### src/hw/rtl/ufd_pkg.sv
`timescale 1ns / 1ps
// ----------------------------------------------------------------------------
// ufd_pkg
// shared types and constants for the utf-8 stream decoder
// ----------------------------------------------------------------------------
package ufd_pkg;

  localparam int unsigned CP_W     = 27;   // code point width
  localparam int unsigned PEND_W   = 3;    // continuation count width
  localparam int unsigned Q_DEPTH  = 2;    // front to back queue depth
  localparam int unsigned Q_PTR_W  = 1;
  localparam int unsigned Q_CNT_W  = 2;

  // one classified byte handed from front to back
  typedef struct packed {
    logic [CP_W-1:0] contrib;    // bits this byte adds, already in place
    logic            start;      // byte is a lead: drop earlier bits
    logic            emit;       // sequence completes or string ends
    logic            last_char;
    logic            truncated;
  } ufd_item_t;

endpackage

### src/hw/rtl/ufd_front.sv
`timescale 1ns / 1ps
// ----------------------------------------------------------------------------
// ufd_front
// classifies each byte against the continuation count and aligns its bits
// ----------------------------------------------------------------------------
module ufd_front import ufd_pkg::*; (
  input  logic              clk,
  input  logic              rst_n,
  input  logic              take,        // byte accepted this cycle
  input  logic [7:0]        byte_in,
  input  logic              eos_in,
  output ufd_item_t         item,
  output logic [PEND_W-1:0] pending
);

  logic [PEND_W-1:0] pend_r, pend_nxt;
  logic [PEND_W-1:0] due;
  logic [7:0]        bits;
  logic [CP_W-1:0]   wide;

  always_comb begin
    bits = 8'd0;
    due  = '0;
    if (pend_r == '0) begin
      if ((byte_in & 8'h80) == 8'h00) begin
        bits = byte_in & 8'h7F;
        due  = 3'd0;
      end else if ((byte_in & 8'hE0) == 8'hC0) begin
        bits = byte_in & 8'h1F;
        due  = 3'd1;
      end else if ((byte_in & 8'hF0) == 8'hE0) begin
        bits = byte_in & 8'h0F;
        due  = 3'd2;
      end else if ((byte_in & 8'hF8) == 8'hF0) begin
        bits = byte_in & 8'h07;
        due  = 3'd3;
      end else begin
        bits = byte_in & 8'h07;
        due  = 3'd4;
      end
    end else begin
      // continuation, top bits unchecked
      bits = byte_in & 8'h3F;
      due  = pend_r - 3'd1;
      if (due > 3'd4) begin
        due = 3'd4;
      end
    end
  end

  always_comb begin
    wide = {{(CP_W-8){1'b0}}, bits};
    case (due)
      3'd0:    item.contrib = wide;
      3'd1:    item.contrib = wide << 6;
      3'd2:    item.contrib = wide << 12;
      3'd3:    item.contrib = wide << 18;
      default: item.contrib = wide << 24;
    endcase
    item.start     = (pend_r == '0);
    item.emit      = (due == '0) || eos_in;
    item.last_char = eos_in;
    item.truncated = eos_in && (due != '0);
    pend_nxt       = item.emit ? '0 : due;
  end

  always_ff @(posedge clk) begin
    if (!rst_n) begin
      pend_r <= '0;
    end else if (take) begin
      pend_r <= pend_nxt;
    end
  end

  assign pending = pend_r;

endmodule

### src/hw/rtl/ufd_queue.sv
`timescale 1ns / 1ps
// ----------------------------------------------------------------------------
// ufd_queue
// two-entry fifo between classifier and assembler
// ----------------------------------------------------------------------------
module ufd_queue import ufd_pkg::*; (
  input  logic               clk,
  input  logic               rst_n,
  input  logic               push,
  input  ufd_item_t          push_item,
  input  logic               pop,
  output ufd_item_t          head,
  output logic               not_empty,
  output logic               full,
  output logic [Q_CNT_W-1:0] count
);

  ufd_item_t          mem_r [Q_DEPTH];
  logic [Q_PTR_W-1:0] wr_r, rd_r;
  logic [Q_CNT_W-1:0] cnt_r, cnt_nxt;

  always_comb begin
    cnt_nxt = cnt_r;
    if (push && !pop) begin
      cnt_nxt = cnt_r + 2'd1;
    end else if (pop && !push) begin
      cnt_nxt = cnt_r - 2'd1;
    end
  end

  always_ff @(posedge clk) begin
    if (!rst_n) begin
      wr_r  <= '0;
      rd_r  <= '0;
      cnt_r <= '0;
    end else begin
      if (push) begin
        wr_r <= wr_r + 1'b1;
      end
      if (pop) begin
        rd_r <= rd_r + 1'b1;
      end
      cnt_r <= cnt_nxt;
    end
  end

  always_ff @(posedge clk) begin
    if (push) begin
      mem_r[wr_r] <= push_item;
    end
  end

  assign head      = mem_r[rd_r];
  assign not_empty = (cnt_r != '0);
  assign full      = (cnt_r == Q_CNT_W'(Q_DEPTH));
  assign count     = cnt_r;

endmodule

### src/hw/rtl/ufd_back.sv
`timescale 1ns / 1ps
// ----------------------------------------------------------------------------
// ufd_back
// gathers code point bits and holds the result register
// ----------------------------------------------------------------------------
module ufd_back import ufd_pkg::*; (
  input  logic            clk,
  input  logic            rst_n,
  input  ufd_item_t       head,
  input  logic            head_valid,
  output logic            pop,
  output logic            out_valid,
  input  logic            out_stall,
  output logic [CP_W-1:0] out_code_point,
  output logic            out_last_char,
  output logic            out_truncated
);

  logic [CP_W-1:0] acc_r, acc_nxt;
  logic            vld_r;
  logic [CP_W-1:0] cp_r;
  logic            last_r, trunc_r;
  logic            out_free;

  assign out_free = !vld_r || !out_stall;
  // non-emitting bytes never wait on the result side
  assign pop      = head_valid && (out_free || !head.emit);
  assign acc_nxt  = head.start ? head.contrib : (acc_r | head.contrib);

  always_ff @(posedge clk) begin
    if (!rst_n) begin
      vld_r <= 1'b0;
    end else if (pop && head.emit) begin
      vld_r <= 1'b1;
    end else if (!out_stall) begin
      vld_r <= 1'b0;
    end
  end

  always_ff @(posedge clk) begin
    if (pop) begin
      acc_r <= acc_nxt;
    end
    if (pop && head.emit) begin
      cp_r    <= acc_nxt;
      last_r  <= head.last_char;
      trunc_r <= head.truncated;
    end
  end

  assign out_valid      = vld_r;
  assign out_code_point = cp_r;
  assign out_last_char  = last_r;
  assign out_truncated  = trunc_r;

endmodule

### src/hw/rtl/utf8_stream_decoder_core.sv
`timescale 1ns / 1ps
// ----------------------------------------------------------------------------
// utf8_stream_decoder_core
// byte-serial utf-8 decoder with a five-byte lead form
// ----------------------------------------------------------------------------
// throughput: one byte per clock while in_stall is low, bounded by the single-byte classify step
// a taken byte is queued, then on its pop merged into the result shown on out_
// once the output stalls, non-emitting bytes still pass; the two-entry queue
//   takes up to two more (one at full rate) before in_stall rises
// reset: synchronous on rst_n low; clears the continuation count, the
//   queue and the result valid; payload registers are not reset
module utf8_stream_decoder_core import ufd_pkg::*; (
  input  logic            clk,
  input  logic            rst_n,
  input  logic            in_valid,
  output logic            in_stall,
  input  logic [7:0]      in_byte,
  input  logic            in_end_of_string,
  output logic            out_valid,
  input  logic            out_stall,
  output logic [CP_W-1:0] out_code_point,
  output logic            out_last_char,
  output logic            out_truncated
);

  ufd_item_t          front_item;   // classified request from the front
  ufd_item_t          q_head;
  logic               q_not_empty;
  logic               q_full;
  logic [Q_CNT_W-1:0] q_count;
  logic               q_pop;
  logic               take;
  logic [PEND_W-1:0]  pending;

  // the front stalls only when the queue has no room
  assign in_stall = q_full;
  assign take     = in_valid && !q_full;

  // front: tracks continuation bytes due and aligns each byte's bits
  ufd_front u_front (
    .clk     (clk),
    .rst_n   (rst_n),
    .take    (take),
    .byte_in (in_byte),
    .eos_in  (in_end_of_string),
    .item    (front_item),
    .pending (pending)
  );

  // queue: decouples the classifier from result back-pressure
  ufd_queue u_queue (
    .clk       (clk),
    .rst_n     (rst_n),
    .push      (take),
    .push_item (front_item),
    .pop       (q_pop),
    .head      (q_head),
    .not_empty (q_not_empty),
    .full      (q_full),
    .count     (q_count)
  );

  // back: merges bits into the code point and owns the output register
  ufd_back u_back (
    .clk            (clk),
    .rst_n          (rst_n),
    .head           (q_head),
    .head_valid     (q_not_empty),
    .pop            (q_pop),
    .out_valid      (out_valid),
    .out_stall      (out_stall),
    .out_code_point (out_code_point),
    .out_last_char  (out_last_char),
    .out_truncated  (out_truncated)
  );

  // a truncated character is always the last of its string
  a_trunc_last: assert property (@(posedge clk) disable iff (!rst_n)
    out_valid && out_truncated |-> out_last_char)
    else $error("truncated result without last_char");

  // a string's final byte leaves no continuation bytes pending
  a_eos_clears: assert property (@(posedge clk) disable iff (!rst_n)
    take && in_end_of_string |=> pending == '0)
    else $error("continuation count not cleared at end of string");

  // the queue never holds more than its depth
  a_q_bound: assert property (@(posedge clk) disable iff (!rst_n)
    q_count <= Q_CNT_W'(Q_DEPTH))
    else $error("queue overfilled");

  // the back only pops when the queue holds a request
  a_no_pop_empty: assert property (@(posedge clk) disable iff (!rst_n)
    q_pop |-> q_not_empty)
    else $error("pop from empty queue");

endmodule
### config.mk
export PLATFORM = sky130hd
export DESIGN_NAME = utf8_stream_decoder_core
export DESIGN_NICKNAME = d
export VERILOG_FILES = /design/src/hw/rtl/ufd_pkg.sv /design/src/hw/rtl/ufd_front.sv /design/src/hw/rtl/ufd_queue.sv /design/src/hw/rtl/ufd_back.sv /design/src/hw/rtl/utf8_stream_decoder_core.sv
export SDC_FILE = /design/constraint.sdc
export NUM_CORES = 1
export LEC_CHECK = 0
export BUFFER_PORTS_ARGS = -buffer_cell sky130_fd_sc_hd__clkbuf_2
export CORE_MARGIN = 5
export CORE_UTILIZATION = 45
export CTS_CLUSTER_DIAMETER = 200
export DETAILED_ROUTE_END_ITERATION = 6
export PLACE_DENSITY_LB_ADDON = 0.1
export SLEW_MARGIN = 30
export SYNTH_ARGS = -nofsm -noshare
export SYNTH_HDL_FRONTEND = slang
export SYNTH_SLANG_ARGS = --single-unit
### constraint.sdc
create_clock -name clk -period 2.7 [get_ports clk]
set_input_delay 0.405 -clock clk [delete_from_list [all_inputs] [get_ports clk]]
set_output_delay 0.405 -clock clk [all_outputs]
set_load 0.1 [all_outputs]
==> results by group, run 1 <==
Yosys
  – Synth Warn #: 0
  – Post-Synth Simple-Gate Area: 11.21%
  – Combinational family with the most area after synthesis: simple AND/OR/NAND/NOR gates
  – Adder-Cell Fraction of Synth Area: 1.001%
  – Avg Inst Size Synth: 16.07 µm²
  – Seq/Total Area, Yosys: 74.49%
  – Main synth FF type: edfxtp_1
  – Synth Area in XOR/XNOR: 0.7009%
  – Synth Instances: 311
  – Synth Area in Compound Gates: 9.812%
  – Post-synthesis register bit count: 127
  – Post-synth cell types: 47
  – Ys async rst share: 0%
  – Synth Cell Area: 0.004999 mm²
  – Post-synth net total: 328
  – Post-synth EDFFs: 118
  – Mux contribution to synthesized area: 0.8511%

Global routing
  – Gr usage total: 15.43%
  – Initial antenna violation count: 0
  – Grt ovf: 0
  – First-pass GRT wire length: 15040 µm
  – Vias in the first global route: 2814
  – Largest net degree at the start of global routing: 58

Routing
  – Initial DRC count: 212
  – Post-DR wirelength/cell: 18.00 µm
  – DRT Pass-1 Iters: 4
  – Final WL: 9466 µm
  – Vias per Instance: 5.314
  – DRC: 0
  – Routed Antenna Nets: 0
  – Total number of vias: 2795

CTS
  – Post_cts resized: 0
  – Clock buffer depth: 2
  – Clock tree root buffer cell: clkbuf_8
  – # Post-CTS Setup Buffers: 0
  – Post-CTS Hold Buffers: 0
  – Clock buffer count from CTS: 17
  – CTS Sinks: 127
  – Clock transition at path regs: 0.06 ns
  – Clock H-tree levels: 4
  – CTS tree: yes
  – Worst-Skew Late Latency: 0.51 ns

Worst setup path
  – CP top delay family: simple AND/OR/NAND/NOR gates
  – Required time worst endpoint: 2.98 ns
  – Critical-path cell list: inv_1 > ha_1 > nor2b_1 > o21bai_1 > a21oi_2 > buf_4 > nor3b_1
  – R2R cell count: 7
  – Critical path type: reg2reg
  – Peak fanout along the critical path: 10
  – Slowest cell on crit path: dfxtp_1
  – RR Startpoint: u_front.pending[0]$_SDFFE_PN0P_
  – Crit-path max cell delay: 0.42 ns
  – FF-to-FF End: u_queue.mem_r[1][25]$_DFFE_PP_
  – End of the critical path: u_queue.mem_r[1][25]$_DFFE_PP_
  – Buf+Inv Stages, Crit Path: 2
  – CP Launch Type: flop
  – Reg2reg setup slack: 0.48 ns
  – Setup crit end kind: flop
  – CP startpoint: u_front.pending[0]$_SDFFE_PN0P_
  – CP arrival: 2.49 ns
  – CP Depth: 7

Finish
  – Commonest non-fill, non-tap cell in the layout: edfxtp_1
  – Synth-to-Final Area Change: 19.20%
  – Fraction of layout cells with a size suffix above 1: 26.42%
  – Most frequent cells in the layout: edfxtp_1 (118), clkbuf_2 (43), nor2b_1 (31)
  – # diodes: 0
  – FILL cells: 911
  – Nets: 390

Timing
  – RSZ-0062 raised after global routing: false
  – Final slew viol count: 0
  – Worst Tran Pin Value: 0.7384 ns
  – Period minus WS final: 2.216 ns
  – Worst clock skew: 0.01353 ns
  – Max Fclk: 0.4513 GHz
  – Final critical-path share of the clock period: 82.06%
  – Setup Total Neg Slack: 0 ns
  – Rel. slew slack: 50.44%
  – Hold Vio Cnt, Final: 0
  – # setup viols final: 0

Place
  – Dpl hpwl: 5904 µm
  – Final Wtd Congestion: 0.8083
  – Port Buf Inserts: 43

Die
  – Initial Util: 46.11%
  – Die area: 0.01332 mm²
  – Core ar.: 0.01084 mm²
  – Io pins: 44
  – Chip Width: 115.4 µm
  – Die height: 115.4 µm
  – Rows: 38

Job
  – Max Cap Violations: 0

Pwr
  – P_leak: 2.147 nW
  – Peak supply drop: 0.7698 mV
  – Pwr Total: 7.767 mW
  – PD cells: 1304 mW/mm²

Min path
  – Min-delay worst type: in2reg

Status
  – Status: finished clean
==> where the power goes <==
group / leakage (nW) / internal, mW / switching (mW)
clock network: 0.268 / 1.27 / 0.750
registers: 1.20 / 2.99 / 0.161
logic: 0.682 / 0.551 / 2.05
==> kinds of logic after synthesis <==
group	Yosys count
AOI/OAI and AO/OA	57
xor gates and xnor gates	4
adders and majority gates	4
buffers and inverters	19
DFF	127
muxes	4
and+or+nand+nor	96
==> metal layers <==
metal / GRT usage, % / vias up / part of all wire [%]
met4: 6.886 / 0 / 1.4
met2: 23.88 / 76 / 48
met3: 3.947 / 8 / 5.5
li1: - / 1332 / -
met1: 20.67 / 1379 / 45
met5: 0 / - / 0
==> through the flow <==
step           instances  setup WS (ns)  utilization (%)  area (µm²)  hold slack (ns)
2_1_floorplan        311        0.07080                -        4999           0.4439
3_3_place_gp         494         0.5327            49.99        5419           0.5016
3_5_place_dp         494         0.4895            49.99        5419           0.4980
4_1_cts              526         0.4609            54.96        5958           0.1830
5_1_grt              526         0.2850            54.96        5958           0.1898
6_report             526         0.4843            54.96        5958           0.2091
==> cell usage after synthesis (4+ instances only) <==
cell type | number | area, µm²
edfxtp_1 | 118 | 3543
nor3_1 | 5 | 25.02
and2_1 | 7 | 43.79
nor3b_1 | 6 | 45.04
nor2b_1 | 31 | 193.9
buf_2 | 5 | 25.02
ha_1 | 4 | 50.05
nand3_1 | 4 | 20.02
dfxtp_1 | 9 | 180.2
o21ai_0 | 10 | 50.05
inv_1 | 7 | 26.28
nand2_1 | 18 | 67.56
nor2_1 | 12 | 45.04
a221o_1 | 27 | 270.3
==> worst min path at each step <==
stage / startpoint / to / slack [ns] / cells after the start
final: in_end_of_string / u_queue.mem_r[0][1]$_DFFE_PP_ / 0.21 / 1
after CTS: in_end_of_string / u_queue.mem_r[0][1]$_DFFE_PP_ / 0.18 / 1
after global routing: in_end_of_string / u_queue.mem_r[0][1]$_DFFE_PP_ / 0.19 / 1
after floorplan: u_front.pending[1]$_SDFFE_PN0P_ / u_front.pending[1]$_SDFFE_PN0P_ / 0.44 / 2
after detailed placement: u_front.pending[1]$_SDFFE_PN0P_ / u_front.pending[1]$_SDFFE_PN0P_ / 0.50 / 2
after global placement: u_queue.count[1]$_SDFFE_PN0P_ / u_queue.count[1]$_SDFFE_PN0P_ / 0.50 / 2
==> final cells by class <==
cell class	instances	area, µm²	area share (%)
clock buffers	27	511.7	8.589
clock inverters	5	27.53	0.4620
inverters	7	26.28	0.4410
multi-input cells	165	1187	19.93
flip-flops and latches	127	3725	62.52
well taps	140	175.2	2.940
repair buffers	55	305.3	5.124
==> registers in the layout, indices dropped and copies added (netlist names), named ones only <==
signal	count
u_queue.mem_r	62
u_back.acc_r	27
u_back.out_code_point	27
u_front.pending	3
u_queue.count	2
u_back.out_last_char	1
u_back.out_truncated	1
u_back.out_valid	1
u_queue.rd_r	1
u_queue.wr_r	1
==> worst reg2reg max path: stages (launching register included) <==
cell      delay (ns)
dfxtp_1         0.42
inv_1           0.12
ha_1            0.27
nor2b_1         0.15
o21bai_1        0.33
a21oi_2         0.13
buf_4           0.21
nor3b_1         0.35
Note: power is estimated with default switching activity, not from simulation.
==> inputs of run 2 (changes only) <==
clock period = 2.1 ns   (was 2.7 ns; I/O delays follow)
==> run 2 against run 1 <==
Net effect:
- sequential cell count did not move
- sequential share of layout area fell by 1.1 points
- die area did not move
- global-route usage rose by 0.47 points
- critical path depth did not move
- cell area rose by 1.9%
- power rose by 33%
- utilization rose by 1.0 points
- sequential power rose by 29%
- clock power rose by 43%
- fmax rose by 11%
- critical endpoint is now u_queue.mem_r[1][20]$_DFFE_PP_
- largest cell class unchanged
==> results by group, run 2 (synthesis results as in run 1) <==
Pwr
  – PD cells: 1700 mW/mm² (+30%)
  – Sw Pwr: 3.817 mW (+29%)
  – Clk pwr share: 27.9% (+1.9 points)
  – Combinational Power Share: 32.9% (-0.6 points)
  – P_leak: 2.188 nW (+1.9%)
  – Power Internal: 6.503 mW (+35%)
  – Peak supply drop: 0.9032 mV (+17%)
  – Seq pwr share: 39.3% (-1.3 points)
  – Pwr Total: 10.32 mW (+33%)
  – Net Sw Frac: 36.99% (-1.1 points)

Min path
  – Min-delay worst type: in2reg
  – WHS Path Cells: 1 (unchanged)

Routing
  – Total number of vias: 2816 (+0.75%)
  – Routed Antenna Nets: 0 (unchanged)
  – Final WL: 9614 µm (+1.6%)
  – Initial DRC count: 195 (-8.0%)
  – Vias per Instance: 5.323 (+0.18%)
  – Post-DR wirelength/cell: 18.17 µm (+0.99%)
  – DRC: 0 (unchanged)
  – DRT Pass-1 Iters: 4 (unchanged)

Global routing
  – Grt ovf: 0 (unchanged)
  – Gr usage total: 15.90% (+0.47 points)
  – Largest net degree at the start of global routing: 58 (unchanged)
  – Vias in the first global route: 2783 (-1.1%)
  – Initial antenna violation count: 0 (unchanged)
  – First-pass GRT wire length: 15560 µm (+3.4%)

Place
  – Final Wtd Congestion: 0.8276 (+2.4%)
  – Dpl hpwl: 5972 µm (+1.1%)
  – Port Buf Inserts: 43 (unchanged)

Worst setup path
  – Required time worst endpoint: 2.40 ns (-0.58 ns)
  – CP Launch Type: flop
  – Setup crit end kind: flop
  – R2R cell count: 7 (unchanged)
  – Critical path type: reg2reg
  – CP arrival: 2.30 ns (-0.19 ns)
  – Peak fanout along the critical path: 8 (-2)

Finish
  – Commonest non-fill, non-tap cell in the layout: edfxtp_1
  – Largest register FFs: 62 (unchanged)
  – Nets: 394 (+1.0%)
  – Fraction of layout cells with a size suffix above 1: 27.25% (+0.82 points)
  – Most frequent cells in the layout: edfxtp_1 (118), clkbuf_2 (43), nor2b_1 (31)
  – Synth-to-Final Area Change: 21.43%
  – Most flops, register: u_queue.mem_r
  – # diodes: 0 (unchanged)

CTS
  – # Post-CTS Setup Buffers: 0 (unchanged)
  – Clock tree root buffer cell: clkbuf_8
  – Worst-Skew Late Latency: 0.51 ns (about the same)
  – Clock buffer depth: 2 (unchanged)
  – Clock buffer count from CTS: 17 (unchanged)
  – CTS tree: yes
  – CTS Sinks: 127 (unchanged)
  – Clock transition at path regs: 0.06 ns (about the same)
  – Post-CTS Hold Buffers: 0 (unchanged)
  – Clock H-tree levels: 4 (unchanged)

Timing
  – Setup Total Neg Slack: 0 ns (unchanged)
  – Rel. slew slack: 59.05% (+8.6 points)
  – # setup viols final: 0 (unchanged)
  – RSZ-0062 raised after global routing: false
  – Worst Tran Pin Value: 0.6143 ns (-0.1241 ns)
  – Hold Vio Cnt, Final: 0 (unchanged)
  – Max Fclk: 0.4988 GHz (+11%)
  – Period minus WS final: 2.005 ns (-0.2110 ns)
  – Worst clock skew: 0.01122 ns (-0.002311 ns)
  – Final slew viol count: 0 (unchanged)
  – Final critical-path share of the clock period: 95.46% (+13 points)

Status
  – Status: finished clean

Die
  – Io pins: 44 (unchanged)
  – Die height: 115.4 µm (unchanged)
  – Rows: 38 (unchanged)
  – Die area: 0.01332 mm² (unchanged)
  – Chip Width: 115.4 µm (unchanged)
  – Core ar.: 0.01084 mm² (unchanged)
  – Initial Util: 46.11% (unchanged)

Job
  – Max Cap Violations: 0 (unchanged)
run 2: cell count changes in the layout (fill, tap and decap cells not counted), moves of 3 or more:
| cell | change |
|---|---|
| nor3b_1 | -3 |
| clkbuf_8 | -6 |
| bufinv_16 | +4 |
| clkinv_1 | +3 |
| nor3b_2 | +3 |
run 2: path summary, 6_finish.rpt:
| check | start | end | slack (ns) |
|---|---|---|---|
| worst max-delay path | u_front.pending[0]$_SDFFE_PN0P_ | u_queue.mem_r[1][20]$_DFFE_PP_ | 0.1 |
| worst min-delay path | in_end_of_string | u_queue.mem_r[1][1]$_DFFE_PP_ | 0.11 |
| worst max register to register | u_front.pending[0]$_SDFFE_PN0P_ | u_queue.mem_r[1][20]$_DFFE_PP_ | 0.1 |
| worst min register to register | u_front.pending[1]$_SDFFE_PN0P_ | u_front.pending[1]$_SDFFE_PN0P_ | 0.48 |
run 2: timing repair:
| action | in CTS | in global routing |
|---|---|---|
| hold endpoints to repair | 0 | 0 |
| gates resized for setup | 2 | 2 |
| cloned | 0 | 0 |
| endpoints found under the setup margin | 4 | 4 |
run 2: metal layers:
metal  share of wire (%)  track usage, %  vias up  routed length (µm)
li1                    -               -     1347                   -
met4                0.71           5.869        0                  68
met2                  47           23.77       74                4522
met1                  47           21.38     1389                4537
met5                   0               0        -                   0
met3                 5.1           5.842        6                 486
run 2: worst max-delay path, stage by stage (launching register included):
cell and delay, ns:
dfxtp_1 0.34, inv_1 0.08, ha_1 0.27, nor2b_1 0.16, o21bai_1 0.32, a21oi_2 0.13, buf_4 0.19, nor3_1 0.31
run 2: cell type report:
cell class	instances	area, µm²
fillers	884	4771
repair buffers	59	360.3
multi-input cells	165	1207
inverters	7	26.28
flip-flops and latches	127	3726
well taps	140	175.2
clock buffers	22	432.9
clock inverters	9	141.4
run 2: power groups by stage:
stage               logic (mW)  registers, mW  clock network, mW
finish                    3.39           4.05               2.88
global route              3.61           4.12               3.08
CTS                       3.45           4.06               2.95
detailed placement        3.44           4.09                  0
global placement          3.41           4.09                  0
floorplan                 1.24           5.48                  0
run 2: stage by stage:
step	instance area, µm²	utilization, %	instances	hold WS (ns)	worst slack (ns)
global route	6070	55.99	529	0.08810	0.01387
CTS	6060	55.90	529	0.07717	0.06192
global placement	5475	50.51	498	0.4629	0.009318
finish	6070	55.99	529	0.1127	0.09531
detailed placement	5475	50.51	498	0.4759	-0.01032
floorplan	5005	-	311	0.4139	0.05194
